### src/rtl/core/gbn_pkg.sv
`default_nettype none
package gbn_pkg;

   localparam int SEQ_COUNT   = 20;
   localparam int MAX_PACKETS = 128;

   localparam int SEQ_W  = 5;
   localparam int IDX_W  = 7;
   localparam int CNT_W  = 8;
   localparam int WIN_W  = 5;
   localparam int OP_W   = 2;
   localparam int ADDR_W = 4;
   localparam int DATA_W = 32;

   localparam logic [SEQ_W-1:0] SEQ_LAST  = SEQ_W'(SEQ_COUNT - 1);
   localparam logic [SEQ_W-1:0] SEQ_TOP   = SEQ_W'(SEQ_COUNT);
   localparam logic [WIN_W-1:0] WIN_MAX   = WIN_W'(SEQ_COUNT - 1);
   localparam logic [CNT_W-1:0] TOTAL_MAX = CNT_W'(MAX_PACKETS);

   localparam logic [CNT_W-1:0] PACKET_TOTAL_RST  = 8'd0;
   localparam logic [WIN_W-1:0] WINDOW_SIZE_RST   = 5'd10;
   localparam logic [CNT_W-1:0] TIMEOUT_POLLS_RST = 8'd20;

   typedef enum logic [OP_W-1:0] {
      OP_START    = 2'd0,
      OP_POLL     = 2'd1,
      OP_POLL_ACK = 2'd2,
      OP_NONE     = 2'd3
   } op_type;

   typedef enum logic [1:0] {
      REG_PACKET_TOTAL  = 2'd0,
      REG_WINDOW_SIZE   = 2'd1,
      REG_TIMEOUT_POLLS = 2'd2,
      REG_UNUSED        = 2'd3
   } reg_idx_type;

   typedef struct packed {
      logic [CNT_W-1:0] packet_total;
      logic [WIN_W-1:0] window_size;
      logic [CNT_W-1:0] timeout_polls;
   } cfg_type;

   typedef struct packed {
      logic [OP_W-1:0]  op;
      logic [SEQ_W-1:0] ack_seq;
      logic             ack_done;
   } req_item_type;

   typedef struct packed {
      logic             send_valid;
      logic [SEQ_W-1:0] send_seq;
      logic [IDX_W-1:0] send_index;
      logic             send_last;
      logic             timeout_fired;
      logic             done_res;
   } rsp_item_type;

   // modular distance a - b over the sequence space
   function automatic logic [SEQ_W-1:0] seq_dist(input logic [SEQ_W-1:0] a,
                                                 input logic [SEQ_W-1:0] b);
      logic [SEQ_W:0] s;
      s = {1'b0, a} + (SEQ_W+1)'(SEQ_COUNT) - {1'b0, b};
      if (s >= (SEQ_W+1)'(SEQ_COUNT)) begin
         s = s - (SEQ_W+1)'(SEQ_COUNT);
      end
      return s[SEQ_W-1:0];
   endfunction

endpackage
`default_nettype wire

### src/rtl/core/gbn_ifs.sv
`default_nettype none
interface gbn_req_if;
   logic                       valid;
   logic                       ready;
   logic [gbn_pkg::OP_W-1:0]   op;
   logic [gbn_pkg::SEQ_W-1:0]  ack_seq;
   logic                       ack_done;

   modport source (output valid, op, ack_seq, ack_done, input ready);
   modport sink   (input valid, op, ack_seq, ack_done, output ready);
endinterface

interface gbn_rsp_if;
   logic                       valid;
   logic                       ready;
   logic                       send_valid;
   logic [gbn_pkg::SEQ_W-1:0]  send_seq;
   logic [gbn_pkg::IDX_W-1:0]  send_index;
   logic                       send_last;
   logic                       timeout_fired;
   logic                       done_res;

   modport source (output valid, send_valid, send_seq, send_index, send_last,
                   timeout_fired, done_res, input ready);
   modport sink   (input valid, send_valid, send_seq, send_index, send_last,
                   timeout_fired, done_res, output ready);
endinterface
`default_nettype wire

### src/rtl/core/go_back_n_sender_window.sv
// datapath: an accepted item is held in the input register, and its result is
// registered in the result register when that register is empty or being taken
// throughput: one item per cycle while rsp_ch.ready is not held low; a full
// result register stalls the window update between the two registers
// reset: synchronous, active high; clears the window state and both stages,
// and loads the registers with packet_total 0, window_size 10, timeout_polls 20
`default_nettype none
module go_back_n_sender_window (
   input  wire logic                        clock,
   input  wire logic                        reset,
   gbn_req_if.sink                          req_ch,
   gbn_rsp_if.source                        rsp_ch,
   input  wire logic                        csr_psel,
   input  wire logic                        csr_penable,
   input  wire logic                        csr_pwrite,
   input  wire logic [gbn_pkg::ADDR_W-1:0]  csr_paddr,
   input  wire logic [gbn_pkg::DATA_W-1:0]  csr_pwdata,
   output      logic [gbn_pkg::DATA_W-1:0]  csr_prdata,
   output      logic                        csr_pready
);
   import gbn_pkg::*;

   cfg_type      cfg;
   logic         in_valid_ff, in_valid_in;
   req_item_type in_item_ff;
   logic         out_valid_ff, out_valid_in;
   rsp_item_type out_item_ff;
   rsp_item_type step_result;
   logic         advance;
   logic         take;

   gbn_csr u_csr (
      .clock   (clock),
      .reset   (reset),
      .psel    (csr_psel),
      .penable (csr_penable),
      .pwrite  (csr_pwrite),
      .paddr   (csr_paddr),
      .pwdata  (csr_pwdata),
      .prdata  (csr_prdata),
      .pready  (csr_pready),
      .cfg     (cfg)
   );

   gbn_window u_window (
      .clock   (clock),
      .reset   (reset),
      .cfg     (cfg),
      .step_en (advance),
      .item    (in_item_ff),
      .result  (step_result)
   );

   assign advance      = in_valid_ff && (!out_valid_ff || rsp_ch.ready);
   assign req_ch.ready = !in_valid_ff || advance;
   assign take         = req_ch.valid && req_ch.ready;
   assign in_valid_in  = take || (in_valid_ff && !advance);
   assign out_valid_in = advance || (out_valid_ff && !rsp_ch.ready);

   always_ff @(posedge clock) begin
      if (reset) begin
         in_valid_ff  <= 1'b0;
         out_valid_ff <= 1'b0;
      end else begin
         in_valid_ff  <= in_valid_in;
         out_valid_ff <= out_valid_in;
      end
   end

   always_ff @(posedge clock) begin
      if (take) begin
         in_item_ff.op       <= req_ch.op;
         in_item_ff.ack_seq  <= req_ch.ack_seq;
         in_item_ff.ack_done <= req_ch.ack_done;
      end
      if (advance) begin
         out_item_ff <= step_result;
      end
   end

   assign rsp_ch.valid         = out_valid_ff;
   assign rsp_ch.send_valid    = out_item_ff.send_valid;
   assign rsp_ch.send_seq      = out_item_ff.send_seq;
   assign rsp_ch.send_index    = out_item_ff.send_index;
   assign rsp_ch.send_last     = out_item_ff.send_last;
   assign rsp_ch.timeout_fired = out_item_ff.timeout_fired;
   assign rsp_ch.done_res      = out_item_ff.done_res;

`ifndef NO_ASSERTIONS
   a_idle_fields: assert property (@(posedge clock) disable iff (reset)
      out_valid_ff && !out_item_ff.send_valid |->
         out_item_ff.send_seq == '0 && out_item_ff.send_index == '0 &&
         !out_item_ff.send_last)
      else $error("send fields set without a send");
   a_fire_not_done: assert property (@(posedge clock) disable iff (reset)
      out_valid_ff && out_item_ff.timeout_fired |-> !out_item_ff.done_res)
      else $error("rewind reported on a finished session");
   a_advance_fills: assert property (@(posedge clock) disable iff (reset)
      advance |=> out_valid_ff)
      else $error("result register lost an item");
`endif

endmodule
`default_nettype wire

### src/rtl/core/gbn_csr.sv
`default_nettype none
module gbn_csr (
   input  wire logic                        clock,
   input  wire logic                        reset,
   input  wire logic                        psel,
   input  wire logic                        penable,
   input  wire logic                        pwrite,
   input  wire logic [gbn_pkg::ADDR_W-1:0]  paddr,
   input  wire logic [gbn_pkg::DATA_W-1:0]  pwdata,
   output      logic [gbn_pkg::DATA_W-1:0]  prdata,
   output      logic                        pready,
   output      gbn_pkg::cfg_type            cfg
);
   import gbn_pkg::*;

   cfg_type     cfg_ff;
   cfg_type     cfg_in;
   reg_idx_type reg_idx;
   logic        wr_en;

   assign reg_idx = reg_idx_type'(paddr[3:2]);
   assign wr_en   = psel && penable && pwrite;
   assign pready  = 1'b1;
   assign cfg     = cfg_ff;

   always_comb begin
      cfg_in = cfg_ff;
      if (wr_en) begin
         unique case (reg_idx)
            REG_PACKET_TOTAL:  cfg_in.packet_total  = pwdata[CNT_W-1:0];
            REG_WINDOW_SIZE:   cfg_in.window_size   = pwdata[WIN_W-1:0];
            REG_TIMEOUT_POLLS: cfg_in.timeout_polls = pwdata[CNT_W-1:0];
            default:           cfg_in = cfg_ff;
         endcase
      end
   end

   always_comb begin
      unique case (reg_idx)
         REG_PACKET_TOTAL:  prdata = DATA_W'(cfg_ff.packet_total);
         REG_WINDOW_SIZE:   prdata = DATA_W'(cfg_ff.window_size);
         REG_TIMEOUT_POLLS: prdata = DATA_W'(cfg_ff.timeout_polls);
         default:           prdata = '0;
      endcase
   end

   always_ff @(posedge clock) begin
      if (reset) begin
         cfg_ff.packet_total  <= PACKET_TOTAL_RST;
         cfg_ff.window_size   <= WINDOW_SIZE_RST;
         cfg_ff.timeout_polls <= TIMEOUT_POLLS_RST;
      end else begin
         cfg_ff <= cfg_in;
      end
   end

endmodule
`default_nettype wire

### src/rtl/core/gbn_window.sv
`default_nettype none
module gbn_window (
   input  wire logic                  clock,
   input  wire logic                  reset,
   input  wire gbn_pkg::cfg_type      cfg,
   input  wire logic                  step_en,
   input  wire gbn_pkg::req_item_type item,
   output      gbn_pkg::rsp_item_type result
);
   import gbn_pkg::*;

   logic [SEQ_W-1:0] next_seq_ff, next_seq_in;
   logic [SEQ_W-1:0] base_seq_ff, base_seq_in;
   logic [CNT_W-1:0] sent_count_ff, sent_count_in;
   logic [CNT_W-1:0] wait_count_ff, wait_count_in;
   logic             finished_ff, finished_in;

   op_type           op;
   logic [WIN_W-1:0] win_eff;
   logic [CNT_W-1:0] total_eff;
   logic [SEQ_W-1:0] dist0;
   logic             can_send;
   logic [SEQ_W-1:0] next_inc;
   logic [SEQ_W-1:0] outstanding;
   logic [CNT_W-1:0] sent_after;
   logic [CNT_W:0]   wait_inc;
   logic [SEQ_W-1:0] ack_idx;
   logic             ack_in_range;

   assign op        = op_type'(item.op);
   assign win_eff   = (cfg.window_size > WIN_MAX) ? WIN_MAX : cfg.window_size;
   assign total_eff = (cfg.packet_total > TOTAL_MAX) ? TOTAL_MAX : cfg.packet_total;
   assign dist0     = seq_dist(next_seq_ff, base_seq_ff);
   assign can_send  = (WIN_W'(dist0) < win_eff) && (sent_count_ff < total_eff);
   assign next_inc  = (next_seq_ff == SEQ_LAST) ? '0 : next_seq_ff + 1'b1;
   assign outstanding = dist0 + SEQ_W'(can_send);
   assign sent_after  = sent_count_ff + CNT_W'(can_send);
   assign wait_inc    = {1'b0, wait_count_ff} + 1'b1;
   assign ack_idx     = item.ack_seq - 1'b1;
   assign ack_in_range = (item.ack_seq != '0) && (item.ack_seq <= SEQ_TOP) &&
                         (seq_dist(ack_idx, base_seq_ff) < outstanding);

   always_comb begin
      next_seq_in   = next_seq_ff;
      base_seq_in   = base_seq_ff;
      sent_count_in = sent_count_ff;
      wait_count_in = wait_count_ff;
      finished_in   = finished_ff;
      result        = '0;
      if (op == OP_START) begin
         next_seq_in   = '0;
         base_seq_in   = '0;
         sent_count_in = '0;
         wait_count_in = '0;
         finished_in   = 1'b0;
      end else if (op != OP_NONE && !finished_ff) begin
         if (can_send) begin
            result.send_valid = 1'b1;
            result.send_seq   = next_seq_ff + 1'b1;
            result.send_index = sent_count_ff[IDX_W-1:0];
            result.send_last  = ({1'b0, sent_count_ff} + 1'b1) == {1'b0, total_eff};
            next_seq_in       = next_inc;
         end
         sent_count_in = sent_after;
         if (op == OP_POLL) begin
            if (wait_inc > {1'b0, cfg.timeout_polls}) begin
               sent_count_in = (sent_after >= CNT_W'(outstanding)) ?
                               sent_after - CNT_W'(outstanding) : '0;
               next_seq_in   = base_seq_ff;
               wait_count_in = '0;
               result.timeout_fired = 1'b1;
            end else begin
               wait_count_in = wait_inc[CNT_W-1:0];
            end
         end else begin
            if (item.ack_done) begin
               finished_in = 1'b1;
            end else if (ack_in_range) begin
               base_seq_in = (item.ack_seq == SEQ_TOP) ? '0 : item.ack_seq;
            end
            wait_count_in = '0;
         end
      end
      result.done_res = finished_in;
   end

   always_ff @(posedge clock) begin
      if (reset) begin
         next_seq_ff   <= '0;
         base_seq_ff   <= '0;
         sent_count_ff <= '0;
         wait_count_ff <= '0;
         finished_ff   <= 1'b0;
      end else if (step_en) begin
         next_seq_ff   <= next_seq_in;
         base_seq_ff   <= base_seq_in;
         sent_count_ff <= sent_count_in;
         wait_count_ff <= wait_count_in;
         finished_ff   <= finished_in;
      end
   end

`ifndef NO_ASSERTIONS
   a_next_range: assert property (@(posedge clock) disable iff (reset)
      next_seq_ff <= SEQ_LAST)
      else $error("next_seq out of range");
   a_base_range: assert property (@(posedge clock) disable iff (reset)
      base_seq_ff <= SEQ_LAST)
      else $error("base_seq out of range");
   a_outstanding: assert property (@(posedge clock) disable iff (reset)
      CNT_W'(seq_dist(next_seq_ff, base_seq_ff)) <= sent_count_ff)
      else $error("more outstanding than sent");
   a_finished_quiet: assert property (@(posedge clock) disable iff (reset)
      step_en && finished_ff && op != OP_START |=>
         $stable(next_seq_ff) && $stable(base_seq_ff) && finished_ff)
      else $error("state moved after finish");
`endif

endmodule
`default_nettype wire

### src/flat_wrapper.sv
// flat-port wrapper written by rule: the top's interface ports become plain ports
module go_back_n_sender_window_flat import gbn_pkg::*;
  (clock, reset, csr_psel, csr_penable, csr_pwrite, csr_paddr, csr_pwdata, csr_prdata, csr_pready, req_ch_valid, req_ch_op, req_ch_ack_seq, req_ch_ack_done, req_ch_ready, rsp_ch_valid, rsp_ch_send_valid, rsp_ch_send_seq, rsp_ch_send_index, rsp_ch_send_last, rsp_ch_timeout_fired, rsp_ch_done_res, rsp_ch_ready);
  gbn_req_if req_ch_i ();
  gbn_rsp_if rsp_ch_i ();
  input  wire logic clock;
  input  wire logic reset;
  input  wire logic csr_psel;
  input  wire logic csr_penable;
  input  wire logic csr_pwrite;
  input  wire logic [gbn_pkg::ADDR_W-1:0] csr_paddr;
  input  wire logic [gbn_pkg::DATA_W-1:0] csr_pwdata;
  output      logic [gbn_pkg::DATA_W-1:0] csr_prdata;
  output      logic csr_pready;
  input wire logic [$bits(req_ch_i.valid)-1:0] req_ch_valid;
  input wire logic [$bits(req_ch_i.op)-1:0] req_ch_op;
  input wire logic [$bits(req_ch_i.ack_seq)-1:0] req_ch_ack_seq;
  input wire logic [$bits(req_ch_i.ack_done)-1:0] req_ch_ack_done;
  output wire logic [$bits(req_ch_i.ready)-1:0] req_ch_ready;
  output wire logic [$bits(rsp_ch_i.valid)-1:0] rsp_ch_valid;
  output wire logic [$bits(rsp_ch_i.send_valid)-1:0] rsp_ch_send_valid;
  output wire logic [$bits(rsp_ch_i.send_seq)-1:0] rsp_ch_send_seq;
  output wire logic [$bits(rsp_ch_i.send_index)-1:0] rsp_ch_send_index;
  output wire logic [$bits(rsp_ch_i.send_last)-1:0] rsp_ch_send_last;
  output wire logic [$bits(rsp_ch_i.timeout_fired)-1:0] rsp_ch_timeout_fired;
  output wire logic [$bits(rsp_ch_i.done_res)-1:0] rsp_ch_done_res;
  input wire logic [$bits(rsp_ch_i.ready)-1:0] rsp_ch_ready;
  assign req_ch_i.valid = req_ch_valid;
  assign req_ch_i.op = req_ch_op;
  assign req_ch_i.ack_seq = req_ch_ack_seq;
  assign req_ch_i.ack_done = req_ch_ack_done;
  assign req_ch_ready = req_ch_i.ready;
  assign rsp_ch_valid = rsp_ch_i.valid;
  assign rsp_ch_send_valid = rsp_ch_i.send_valid;
  assign rsp_ch_send_seq = rsp_ch_i.send_seq;
  assign rsp_ch_send_index = rsp_ch_i.send_index;
  assign rsp_ch_send_last = rsp_ch_i.send_last;
  assign rsp_ch_timeout_fired = rsp_ch_i.timeout_fired;
  assign rsp_ch_done_res = rsp_ch_i.done_res;
  assign rsp_ch_i.ready = rsp_ch_ready;
  go_back_n_sender_window u_core (.clock(clock), .reset(reset), .req_ch(req_ch_i), .rsp_ch(rsp_ch_i), .csr_psel(csr_psel), .csr_penable(csr_penable), .csr_pwrite(csr_pwrite), .csr_paddr(csr_paddr), .csr_pwdata(csr_pwdata), .csr_prdata(csr_prdata), .csr_pready(csr_pready));
endmodule
### config.mk
export PLATFORM = sky130hd
export DESIGN_NAME = go_back_n_sender_window_flat
export DESIGN_NICKNAME = d
export VERILOG_FILES = /design/src/rtl/core/gbn_pkg.sv /design/src/rtl/core/gbn_ifs.sv /design/src/rtl/core/go_back_n_sender_window.sv /design/src/rtl/core/gbn_csr.sv /design/src/rtl/core/gbn_window.sv /design/src/flat_wrapper.sv
export SDC_FILE = /design/constraint.sdc
export NUM_CORES = 1
export LEC_CHECK = 0
export BUFFER_PORTS_ARGS = -buffer_cell sky130_fd_sc_hd__buf_2
export CAP_MARGIN = 10
export CORE_MARGIN = 1.5
export CORE_UTILIZATION = 52
export DETAILED_ROUTE_END_ITERATION = 6
export HOLD_SLACK_MARGIN = 0.02
export PLACE_DENSITY_LB_ADDON = 0.25
export SLEW_MARGIN = 25
export SYNTH_ARGS = -nofsm -noshare
export SYNTH_HDL_FRONTEND = slang
export SYNTH_HIERARCHICAL = 1
export SYNTH_SLANG_ARGS = --single-unit
### constraint.sdc
create_clock -name clock -period 5.7 [get_ports clock]
set_input_delay 0.57 -clock clock [delete_from_list [all_inputs] [get_ports clock]]
set_output_delay 0.57 -clock clock [all_outputs]
set_load 0.05 [all_outputs]
==> impl_metrics.tcl <==
set metrics [dict create \
    synth_top_family_by_area "simple AND/OR/NAND/NOR gates" \
    area_growth_pct 19.02 \
    nets 875 \
    end_kind "flip-flop" \
    ios 102 \
    dieArea_sq_um 12410 \
    critical_path_required_ns 5.99 \
    peakVddDrop_v 0.0001544 \
    worstPathArrival_ns 6.00 \
    grt_pass1_wl_um 22730 \
    n_fill_cell 946 \
    powerDensity_nw_per_um2 203.7 \
    grt.met3_usage_pct 4.464 \
    grtUsageMet2_pct 36.11 \
    yosys-mux-area-fraction_pct 5.773 \
    antenna_found_initial 0 \
    final.min_clock_period_ns 5.709 \
    clk-insertion-delay-late_ns 0.35 \
    routed_via_density 5.717 \
    drc 0 \
    worst_slack_ns -0.008599 \
    slowest_stage "fa_2" \
    cts.clk_slew.worst_paths_ns 0.06 \
    wirelength_um 14780 \
    yosysUniqueCellTypes 93 \
    gp_congestion 0.8867 \
    stdcell_count 915 \
    fin_setup_tns_ns -0.008599 \
    period_share_pct 100.2 \
    cts_tree "yes" \
    clock-root-buffer "clkbuf_16" \
    grt_busiest_layer "met2" \
    grt_setup_unrepaired "yes" \
    yosysSeqAreaShare_pct 28.17 \
    dp_slack_ns -0.1440 \
    status "complete, but fails checks" \
    max_freq_ghz 0.1752 \
    dpl.cell_count 888 \
    max_cap_violations 0 \
    clockBufferDepth 2 \
    synth_ff_type "dfxtp_1" \
    fp.dieH_um 111.4 \
    synth-adder-area-share_pct 12.04 \
    numCtsBuffers 9 \
    drt-wirelength-per-cell_um 16.15 \
    synthXorXnorAreaFrac_pct 7.288 \
    finalHoldViolations 0 \
    grt_pass1_vias 4762 \
    syn_area_sq_um 6112 \
    first_pass_iters 5 \
    critPathLaunchType "flip-flop" \
    antenna_left 0 \
    cp_max_fo 3 \
    finalSetupViolCount 1 \
    crit_top_cell "ha_4" \
    first_iter_violations 286 \
    cts_hold_buf 0 \
    seqCellArea_sq_um 1725 \
    gr-total-overflow 0 \
    dp_hpwl_um 10740 \
    h-tree-depth 3 \
    synth_async_sr_flop_share_pct 0 \
    dpl_cell_area_sq_um 6559 \
    worst_slew_margin_rel_pct 45.47 \
    p_total_mw 1.482 \
    core_sq_um 11420 \
    routed-via-count 5231 \
    clock_sinks 74 \
    multi_input_comb_area_sq_um 4350 \
    grt_max_degree 59 \
    io_buffers 50 \
    initial_core_util_pct 53.53 \
    yosys.area_share.simple_pct 21.41 \
    syn_inst 692 \
    grtUsageMet1_pct 30.80 \
    gr-usage-all-layers_pct 22.74 \
    drv_slew 0 \
    antenna_cells 0 \
    tightest_slew_ns 0.8179 \
    drive_gt1_share_pct 25.39 \
    failed_checks "negative setup slack" \
    hold_class "in -> reg" \
    synth_compound_area_share_pct 17.15 \
    rows 39 \
    die_w_um 111.4 \
    p_leak_nw 3.053 \
    synth_seq_cells 74 \
    skew_ns 0.009792 \
    yosysWarnings 6 \
    critPathKind "reg -> reg" \
    slowest_delay_ns 0.36 \
    fin_area_sq_um 7274 \
    avgSynthCellArea_sq_um 8.833 \
    synth-edff-count 24 \
]
==> stage by stage <==
stage	util (%)	hold WS (ns)
after floorplan	-	0.4521
after global placement	57.44	0.4696
after detailed placement	57.44	0.4796
after CTS	60.29	0.3867
after global routing	63.71	0.3838
final	63.71	0.3864
==> kinds of logic (layout without fill, tap and decap cells) <==
logic type | count (synthesis) | after routing
buffers and inverters | 95 | 152
AO/OA/AOI/OAI | 140 | 140
XOR/XNOR | 47 | 47
other | 2 | 25
multiplexers | 35 | 35
flip-flops | 74 | 74
adder cells (fa/ha/maj) | 57 | 57
AND/OR/NAND/NOR | 242 | 242
==> cell type report <==
cell class / instances / area share [%]
clock buffer: 14 / 3.784
clock inverter: 2 / 0.1548
inverter: 45 / 2.356
multi-input combinational: 546 / 59.80
sequential: 74 / 23.72
tap: 143 / 2.460
timing repair buffer: 91 / 7.723
==> cells in the mapped netlist, types with 10 or more instances <==
cell / n / area [sq um]
nor2_1: 61 / 229.0
xnor2_1: 27 / 236.5
o21ai_0: 24 / 120.1
nand3_1: 15 / 75.07
buf_4: 26 / 195.2
dfxtp_1: 50 / 1001
inv_1: 44 / 165.2
mux2i_1: 33 / 330.3
nor3_1: 10 / 50.05
a22oi_1: 13 / 97.59
clkbuf_1: 13 / 48.80
xor2_1: 18 / 157.7
and3_1: 10 / 62.56
nand2_1: 48 / 180.2
ha_1: 54 / 675.7
edfxtp_1: 24 / 720.7
a21oi_1: 34 / 170.2
nand2b_1: 26 / 162.7
==> sequential cells by signal, indices dropped and copies added (netlist names) <==
name                           cells
u_core/u_csr/cfg                  21
u_core/in_item_ff                  8
u_core/u_window/sent_count_ff      8
u_core/u_window/wait_count_ff      8
u_core/rsp_ch.send_index           7
u_core/rsp_ch.send_seq             5
u_core/u_window/base_seq_ff        5
u_core/u_window/next_seq_ff        5
u_core/in_valid_ff                 1
u_core/rsp_ch.done_res             1
u_core/rsp_ch.send_last            1
u_core/rsp_ch.send_valid           1
u_core/rsp_ch.timeout_fired        1
u_core/rsp_ch.valid                1
u_core/u_window/finished_ff        1
==> power breakdown <==
group	total (mW)	internal (mW)	switching, mW
Combinational	0.350	0.129	0.221
Clock	0.565	0.333	0.231
Sequential	0.568	0.556	0.0114
Total	1.48	1.02	0.463
==> worst max-delay path, delay by kind of cell, from the launching register on <==
| kind | cells | cell delay [ns] |
|---|---|---|
| compound gates | 10 | 2.07 |
| simple gates | 5 | 0.65 |
| fa+ha+maj | 8 | 1.88 |
| flops | 1 | 0.34 |
| xor+xnor | 2 | 0.40 |
| buf+inv | 4 | 0.32 |
==> path summary, 6_finish.rpt <==
| kind | startpoint | endpoint | slack, ns | cells past startpoint |
|---|---|---|---|---|
| min | req_ch_ack_seq[1] | u_core/in_item_ff[2] | 0.39 | 1 |
| max | u_core/u_window/base_seq_ff[1] | u_core/u_window/base_seq_ff[1] | -0.009 | 29 |
| max reg2reg | u_core/u_window/base_seq_ff[1] | u_core/u_window/base_seq_ff[1] | -0.009 | 29 |
| min reg2reg | u_core/in_valid_ff | u_core/rsp_ch.valid | 0.49 | 2 |
==> repair_timing <==
action,CTS,global route
endpoints found under the setup margin,11,13
pin swaps,3,34
setup buffers,0,11
gates resized for setup,7,59
==> per-layer routing <==
metal | up-vias | share of wire (%) | wire, um
li1 | 2550 | - | -
met1 | 2505 | 45 | 6702
met2 | 152 | 47 | 7000
met3 | 24 | 5.1 | 757
met4 | 0 | 2.2 | 319
met5 | - | 0 | 0
==> cell usage in the layout (no fill, tap or decap), types with 7 or more instances in the layout <==
cell,count
nand3_1,13
clkbuf_16,10
inv_1,38
and3_1,10
buf_2,50
or2b_1,8
nand2b_1,26
nand4_1,9
nand2_1,46
edfxtp_1,24
nor2_1,60
xor2_1,15
nor3_1,8
conb_1,25
a22oi_1,12
mux2i_1,32
a21oi_1,29
buf_4,40
ha_1,45
xnor2_1,23
dfxtp_1,47
nor2b_1,7
o21ai_0,23
Note: power is estimated with default switching activity, not from simulation.
